## config.mk

```make
export PLATFORM = sky130hd
export DESIGN_NAME = modular_exponentiation_engine
export DESIGN_NICKNAME = d
export VERILOG_FILES = /design/src/rtl/mee_pkg.sv /design/src/rtl/modular_exponentiation_engine.sv
export VERILOG_INCLUDE_DIRS = /design/src /design/src/rtl
export SDC_FILE = /design/constraint.sdc
export NUM_CORES = 2
export LEC_CHECK = 0
export BUFFER_PORTS_ARGS = -buffer_cell sky130_fd_sc_hd__buf_2
export CAP_MARGIN = 10
export CORE_ASPECT_RATIO = 0.9
export CORE_MARGIN = 5
export CORE_UTILIZATION = 65
export CTS_CLUSTER_DIAMETER = 150
export CTS_CLUSTER_SIZE = 30
export DETAILED_ROUTE_END_ITERATION = 12
export PLACE_DENSITY = 0.82
export SYNTH_ARGS = -nofsm -noshare
export SYNTH_HDL_FRONTEND = slang
export SYNTH_SLANG_ARGS = --single-unit
```

## constraint.sdc

```tcl
create_clock -name aclk -period 23.8 [get_ports aclk]
set_clock_uncertainty 0.05 [all_clocks]
set_input_delay 4.76 -clock aclk [delete_from_list [all_inputs] [get_ports aclk]]
set_output_delay 4.76 -clock aclk [all_outputs]
set_load 0.005 [all_outputs]
```

## src/rtl/modular_exponentiation_engine_assert.svh

```systemverilog
// Assertion macros for the modular exponentiation engine.
// Included by RTL modules that carry concurrent checks; no other dependencies.
`ifndef MODULAR_EXPONENTIATION_ENGINE_ASSERT_SVH
`define MODULAR_EXPONENTIATION_ENGINE_ASSERT_SVH

`ifndef SYNTHESIS

// Same-cycle implication, disabled while reset is asserted
`define MEE_ASSERT_IMPL(label, clk, rstn, ante, cons) \
    label: assert property (@(posedge clk) disable iff (!(rstn)) (ante) |-> (cons)) \
        else $error("assertion failed");

// Next-cycle implication, disabled while reset is asserted
`define MEE_ASSERT_NEXT(label, clk, rstn, ante, cons) \
    label: assert property (@(posedge clk) disable iff (!(rstn)) (ante) |=> (cons)) \
        else $error("assertion failed");

`else

`define MEE_ASSERT_IMPL(label, clk, rstn, ante, cons)
`define MEE_ASSERT_NEXT(label, clk, rstn, ante, cons)

`endif

`endif

```

## src/rtl/mee_pkg.sv

```systemverilog
// Package for the modular exponentiation engine: widths, modulus constants
// and the Barrett correction function. No dependencies.
package mee_pkg;

    localparam int RES_W   = 30;
    localparam int BASE_W  = 30;
    localparam int EXP_W   = 31;
    localparam int MUL_W   = 31;
    localparam int MULP_W  = 2 * MUL_W;
    localparam int PROD_W  = 2 * RES_W;
    localparam int DIFF_W  = 32;

    // Prime modulus and the fixed exponent used for the inverse
    localparam logic [RES_W-1:0] MODULUS = 30'd1000000007;
    localparam logic [EXP_W-1:0] INV_EXP = 31'd1000000005;

    // Barrett constant floor(2^60 / MODULUS)
    localparam logic [MUL_W-1:0] BARRETT_MU = 31'd1152921496;

    localparam logic [DIFF_W-1:0] MOD_D   = 32'd1000000007;
    localparam logic [DIFF_W-1:0] TWO_M   = 32'd2000000014;
    localparam logic [DIFF_W-1:0] THREE_M = 32'd3000000021;

    // Bring a Barrett remainder in [0, 3M) down to [0, M)
    function automatic logic [RES_W-1:0] mod_fix(input logic [DIFF_W-1:0] r);
        logic [DIFF_W-1:0] t;
        if (r >= TWO_M) begin
            t = r - TWO_M;
        end else if (r >= MOD_D) begin
            t = r - MOD_D;
        end else begin
            t = r;
        end
        return t[RES_W-1:0];
    endfunction

endpackage

```

## src/rtl/modular_exponentiation_engine.sv

```systemverilog
// Modular exponentiation engine, top level: square-and-multiply over one
// shared 31x31 multiplier with Barrett reduction. Depends on mee_pkg and
// modular_exponentiation_engine_assert.svh.
//
//  channel  | ports                                   | direction
//  ---------+-----------------------------------------+----------
//  input    | s_valid s_ready s_operation s_base s_exponent | in
//  result   | m_valid m_ready m_residue               | out
//
// Each exponent bit passes through the states MUL_A, MUL_B, EST_A, EST_B,
// RED_A, RED_B and FIX_B; a zero exponent goes straight to DONE. With the
// single multiplier, each bit needs three multiplies for the running product
// and three for the square, plus one correction step.
// The result sits in an output register, so a new word is taken while it waits.
// Reset (aresetn, synchronous, active low) clears the sequencer and m_valid.
`include "modular_exponentiation_engine_assert.svh"

module modular_exponentiation_engine
    import mee_pkg::*;
(
    input  logic              aclk,
    input  logic              aresetn,
    input  logic              s_valid,
    output logic              s_ready,
    input  logic              s_operation,
    input  logic [BASE_W-1:0] s_base,
    input  logic [EXP_W-1:0]  s_exponent,
    output logic              m_valid,
    input  logic              m_ready,
    output logic [RES_W-1:0]  m_residue
);

    typedef enum logic [3:0] {
        ST_IDLE,
        ST_MUL_A,
        ST_MUL_B,
        ST_EST_A,
        ST_EST_B,
        ST_RED_A,
        ST_RED_B,
        ST_FIX_B,
        ST_DONE
    } state_t;

    state_t             state_reg, state_next;
    logic               m_valid_reg, m_valid_next;
    logic [RES_W-1:0]   res_reg, res_next;

    logic [RES_W-1:0]   acc_reg, acc_next;
    logic [RES_W-1:0]   sq_reg, sq_next;
    logic [EXP_W-1:0]   e_reg, e_next;
    logic [PROD_W-1:0]  pa_reg, pa_next;
    logic [PROD_W-1:0]  pb_reg, pb_next;
    logic [RES_W-1:0]   qa_reg, qa_next;
    logic [RES_W-1:0]   qb_reg, qb_next;
    logic [DIFF_W-1:0]  qma_reg, qma_next;
    logic [DIFF_W-1:0]  qmb_reg, qmb_next;

    logic [MUL_W-1:0]   mul_x, mul_y;
    logic [MULP_W-1:0]  mul_p;
    logic [DIFF_W-1:0]  diff_a, diff_b;
    logic [RES_W-1:0]   base_red;
    logic [EXP_W-1:0]   exp_sel;
    logic               s_accept;

    assign s_ready  = (state_reg == ST_IDLE);
    assign s_accept = s_valid && s_ready;
    assign m_valid  = m_valid_reg;
    assign m_residue = res_reg;

    // Reduce an out-of-range base once at acceptance
    assign base_red = (s_base >= MODULUS) ? (s_base - MODULUS) : s_base;
    assign exp_sel  = s_operation ? INV_EXP : s_exponent;

    // Barrett remainders, exact modulo 2^32 since they stay below 3M
    assign diff_a = pa_reg[DIFF_W-1:0] - qma_reg;
    assign diff_b = pb_reg[DIFF_W-1:0] - qmb_reg;

    // Route operands into the shared multiplier
    always_comb begin
        case (state_reg)
            ST_MUL_A: begin
                mul_x = {1'b0, acc_reg};
                mul_y = {1'b0, sq_reg};
            end
            ST_MUL_B: begin
                mul_x = {1'b0, sq_reg};
                mul_y = {1'b0, sq_reg};
            end
            ST_EST_A: begin
                mul_x = pa_reg[PROD_W-1:RES_W-1];
                mul_y = BARRETT_MU;
            end
            ST_EST_B: begin
                mul_x = pb_reg[PROD_W-1:RES_W-1];
                mul_y = BARRETT_MU;
            end
            ST_RED_A: begin
                mul_x = {1'b0, qa_reg};
                mul_y = {1'b0, MODULUS};
            end
            ST_RED_B: begin
                mul_x = {1'b0, qb_reg};
                mul_y = {1'b0, MODULUS};
            end
            default: begin
                mul_x = '0;
                mul_y = '0;
            end
        endcase
    end

    assign mul_p = MULP_W'(mul_x) * MULP_W'(mul_y);

    // Sequencer and datapath next values
    always_comb begin
        state_next   = state_reg;
        m_valid_next = m_valid_reg;
        res_next     = res_reg;
        acc_next     = acc_reg;
        sq_next      = sq_reg;
        e_next       = e_reg;
        pa_next      = pa_reg;
        pb_next      = pb_reg;
        qa_next      = qa_reg;
        qb_next      = qb_reg;
        qma_next     = qma_reg;
        qmb_next     = qmb_reg;

        // Drop the result word once taken
        if (m_valid_reg && m_ready) begin
            m_valid_next = 1'b0;
        end

        case (state_reg)
            ST_IDLE: begin
                if (s_accept) begin
                    acc_next   = RES_W'(1);
                    sq_next    = base_red;
                    e_next     = exp_sel;
                    state_next = (exp_sel == '0) ? ST_DONE : ST_MUL_A;
                end
            end
            ST_MUL_A: begin
                pa_next    = mul_p[PROD_W-1:0];
                state_next = ST_MUL_B;
            end
            ST_MUL_B: begin
                pb_next    = mul_p[PROD_W-1:0];
                state_next = ST_EST_A;
            end
            ST_EST_A: begin
                qa_next    = mul_p[2*RES_W:RES_W+1];
                state_next = ST_EST_B;
            end
            ST_EST_B: begin
                qb_next    = mul_p[2*RES_W:RES_W+1];
                state_next = ST_RED_A;
            end
            ST_RED_A: begin
                qma_next   = mul_p[DIFF_W-1:0];
                state_next = ST_RED_B;
            end
            ST_RED_B: begin
                qmb_next   = mul_p[DIFF_W-1:0];
                // Fold the square into the running product when the bit is set
                if (e_reg[0]) begin
                    acc_next = mod_fix(diff_a);
                end
                state_next = ST_FIX_B;
            end
            ST_FIX_B: begin
                sq_next    = mod_fix(diff_b);
                e_next     = e_reg >> 1;
                state_next = ((e_reg >> 1) == '0) ? ST_DONE : ST_MUL_A;
            end
            ST_DONE: begin
                // Hold until the output register is free
                if (!m_valid_reg || m_ready) begin
                    m_valid_next = 1'b1;
                    res_next     = acc_reg;
                    state_next   = ST_IDLE;
                end
            end
            default: begin
                state_next = ST_IDLE;
            end
        endcase
    end

    // Sequencer state and registered outputs
    always_ff @(posedge aclk) begin
        if (!aresetn) begin
            state_reg   <= ST_IDLE;
            m_valid_reg <= 1'b0;
        end else begin
            state_reg   <= state_next;
            m_valid_reg <= m_valid_next;
        end
        res_reg <= res_next;
    end

    // Datapath registers
    always_ff @(posedge aclk) begin
        acc_reg <= acc_next;
        sq_reg  <= sq_next;
        e_reg   <= e_next;
        pa_reg  <= pa_next;
        pb_reg  <= pb_next;
        qa_reg  <= qa_next;
        qb_reg  <= qb_next;
        qma_reg <= qma_next;
        qmb_reg <= qmb_next;
    end

    // Operands stay reduced throughout the loop
    `MEE_ASSERT_IMPL(a_operands_reduced, aclk, aresetn, state_reg != ST_IDLE, (acc_reg < MODULUS) && (sq_reg < MODULUS))
    // A bit is only processed while exponent bits remain
    `MEE_ASSERT_IMPL(a_exp_nonzero, aclk, aresetn, state_reg == ST_MUL_A, e_reg != '0)
    // Barrett remainders stay inside the correction range
    `MEE_ASSERT_IMPL(a_barrett_a, aclk, aresetn, state_reg == ST_RED_B, diff_a < THREE_M)
    `MEE_ASSERT_IMPL(a_barrett_b, aclk, aresetn, state_reg == ST_FIX_B, diff_b < THREE_M)
    // A result leaving the loop presents a word on the next cycle
    `MEE_ASSERT_NEXT(a_done_out, aclk, aresetn, (state_reg == ST_DONE) && (!m_valid_reg || m_ready), m_valid_reg && (res_reg < MODULUS))

endmodule

```

==> impl_metrics.json <==
{
  "seq_area_frac_synth_pct": 21.7,
  "cts_setup_buffers": 0,
  "dr.max_layer_used": "met5",
  "synthArstFlopShare_pct": 0,
  "die_h_um": 276,
  "num_rows": 97,
  "crit_start": "state_reg[0]",
  "synthCells": 5376,
  "cp.arrival_ns": 11.70,
  "drtAntennaViolNets": 0,
  "crit_end": "pb_reg[57]",
  "gp_congestion": 1.02,
  "grt_usage_pct": 38.4,
  "slew_headroom_pct": 8.22,
  "fillers": 6041,
  "dp_cells": 6335,
  "vias": 40900,
  "wl_met3_mm": 22.2,
  "regArea_um2": 11100,
  "final_common_cell": "inv_1",
  "fmax_mhz": 87.6,
  "reg2reg_depth": 33,
  "via_per_inst": 6.43,
  "cts_tree": "done",
  "crit_type": "reg2reg",
  "final_design_area_no_fill_um2": 52900,
  "grt_pass1_wl_mm": 245,
  "synth_enable_flop_cells": 365,
  "r2r-start": "state_reg[0]",
  "slowest_stage": "a21o_1",
  "slowest_delay_ns": 0.86,
  "port_buffers": 97,
  "remaining_drc_errors": 0,
  "setup_viol": 0,
  "routed_wl_mm": 161,
  "wl_met2_mm": 69.4,
  "io_pins": 98,
  "cts_sinks": 370,
  "period_needed_ns": 11.41,
  "fp.dieW_um": 305,
  "final_cell_mix": "inv_1 (917), fa_1 (838), nand2_1 (669)",
  "fin_nets": 6537,
  "hold_viol": 0,
  "antenna_found_initial": 6,
  "place_area_um2": 52400,
  "syn_area_um2": 51000,
  "grt_max_degree": 75,
  "cts_hold_buf": 0,
  "firstDrtPassIters": 6,
  "hold_path.class": "reg2reg",
  "rsz0062_at_grt": "no",
  "synth_warnings": 0,
  "htree_levels": 1,
  "fin_tns_setup_ns": 0,
  "insertion_delay_ns": 0.55,
  "initial_utilization_pct": 65.5,
  "cts-root-buf": "clkbuf_16",
  "cts_buffers": 16,
  "area_growth_syn_to_layout_pct": 3.88,
  "fin_cells": 6366,
  "core-area_um2": 77800,
  "grt_pass1_vias": 41400,
  "status": "complete, no violations",
  "syn_avg_cell_area_um2": 9.48,
  "ys_seq_elements": 370,
  "critPathLaunchType": "flop",
  "drt_iter0_drc": 4947,
  "setup.worst_path.end_class": "flop",
  "met1_length_mm": 59.1,
  "slew_violations": 0,
  "cpMostUsedCell": "fa_1",
  "die_area_um2": 84100,
  "worst_pin_slew_ns": 1.37,
  "synth.distinct_cells": 106,
  "fin_crit_sh_pct": 48.0,
  "regToRegEndpoint": "pb_reg[57]",
  "path_clk_slew_ns": 0.12,
  "multi_input_area_um2": 35500,
  "cp_max_fo": 28,
  "post-dp-hpwl_mm": 127,
  "wl_per_cell_um": 25.3,
  "synth_ff_type": "edfxtp_1",
  "drive_above_1_share_pct": 5.55,
  "crit_required_ns": 24.09,
  "maxCapViolCount": 0,
  "overflow": 0,
  "r2r_slack_ns": 12.39,
  "cts-resized-gates": 0,
  "clk_path_buf_depth": 3
}
## metrics by stage
stage	hold WS, ns	util [%]	worst slack, ns
2_1_floorplan	0.377	-	12.77
5_1_grt	0.431	68.0	11.95
4_1_cts	0.447	68.0	12.65
6_report	0.430	68.0	12.39
3_3_place_gp	0.459	67.4	12.97
3_5_place_dp	0.476	67.4	12.69
## synth_stat cells, drive strengths merged, types with 27 or more instances
| master | count | share of area (%) |
|---|---|---|
| o211ai | 29 | 0.46 |
| inv | 918 | 6.8 |
| and3 | 65 | 0.80 |
| xnor2 | 104 | 1.8 |
| ha | 318 | 7.8 |
| a22oi | 96 | 1.4 |
| edfxtp | 365 | 22 |
| o21a | 32 | 0.47 |
| fa | 838 | 33 |
| nand2 | 670 | 4.9 |
| clkbuf | 231 | 1.7 |
| nand3 | 79 | 0.78 |
| and2 | 39 | 0.48 |
| xor2 | 65 | 1.1 |
| nor3 | 39 | 0.38 |
| nor4 | 27 | 0.34 |
| buf | 45 | 0.45 |
| a31oi | 29 | 0.40 |
| o21ai | 142 | 1.4 |
| nor2 | 583 | 4.3 |
| a21o | 83 | 1.2 |
| a21oi | 169 | 1.7 |
## worst max-delay path, delay by kind of cell, from the launching register on
family	cells	cell delay (ns)
xor+xnor	1	0.29
compound gates	9	3.21
flops	1	0.48
buf+inv	7	1.17
fa+ha+maj	9	4.02
simple gates	7	1.96
## area by class of cell
cell class | count | area share (%)
antenna | 7 | 0.0331
clock buffer | 22 | 0.839
clock inverter | 1 | 0.0378
inverter | 918 | 6.51
multi-input combinational | 3827 | 67.1
sequential | 370 | 20.9
tap | 1039 | 2.46
timing repair buffer | 182 | 2.16
## logic make-up (layout without fill, tap and decap cells)
kind of cell | count (synthesis) | after routing | share of synthesized area, %
buffers and inverters | 1194 | 1123 | 8.92
xor gates and xnor gates | 169 | 169 | 2.93
adders and majority gates | 1156 | 1156 | 40.7
AOI/OAI and AO/OA | 802 | 802 | 11.1
muxes | 27 | 27 | 0.540
DFF | 370 | 370 | 21.7
other | 2 | 24 | 0.0147
and+or+nand+nor | 1656 | 1656 | 14.1
## worst min-delay path by stage
stage,from,to,slack [ns],depth (start not counted)
5_1_grt,acc_reg[23],m_residue[23],0.43,0
3_3_place_gp,acc_reg[23],m_residue[23],0.46,0
2_1_floorplan,acc_reg[0],m_residue[0],0.38,0
3_5_place_dp,acc_reg[23],m_residue[23],0.48,0
6_report,acc_reg[23],m_residue[23],0.43,0
4_1_cts,acc_reg[23],m_residue[23],0.45,0
## per-layer routing
layer | GRT usage (%) | up-vias
li1 | - | 17200
met1 | 51.2 | 20300
met2 | 58.0 | 2819
met3 | 11.6 | 600
met4 | 19.2 | 4
met5 | 0 | -
Power is left out: the tool's default activity adds up to more than one toggle a clock period on the data nets, which glitch-free logic cannot reach.
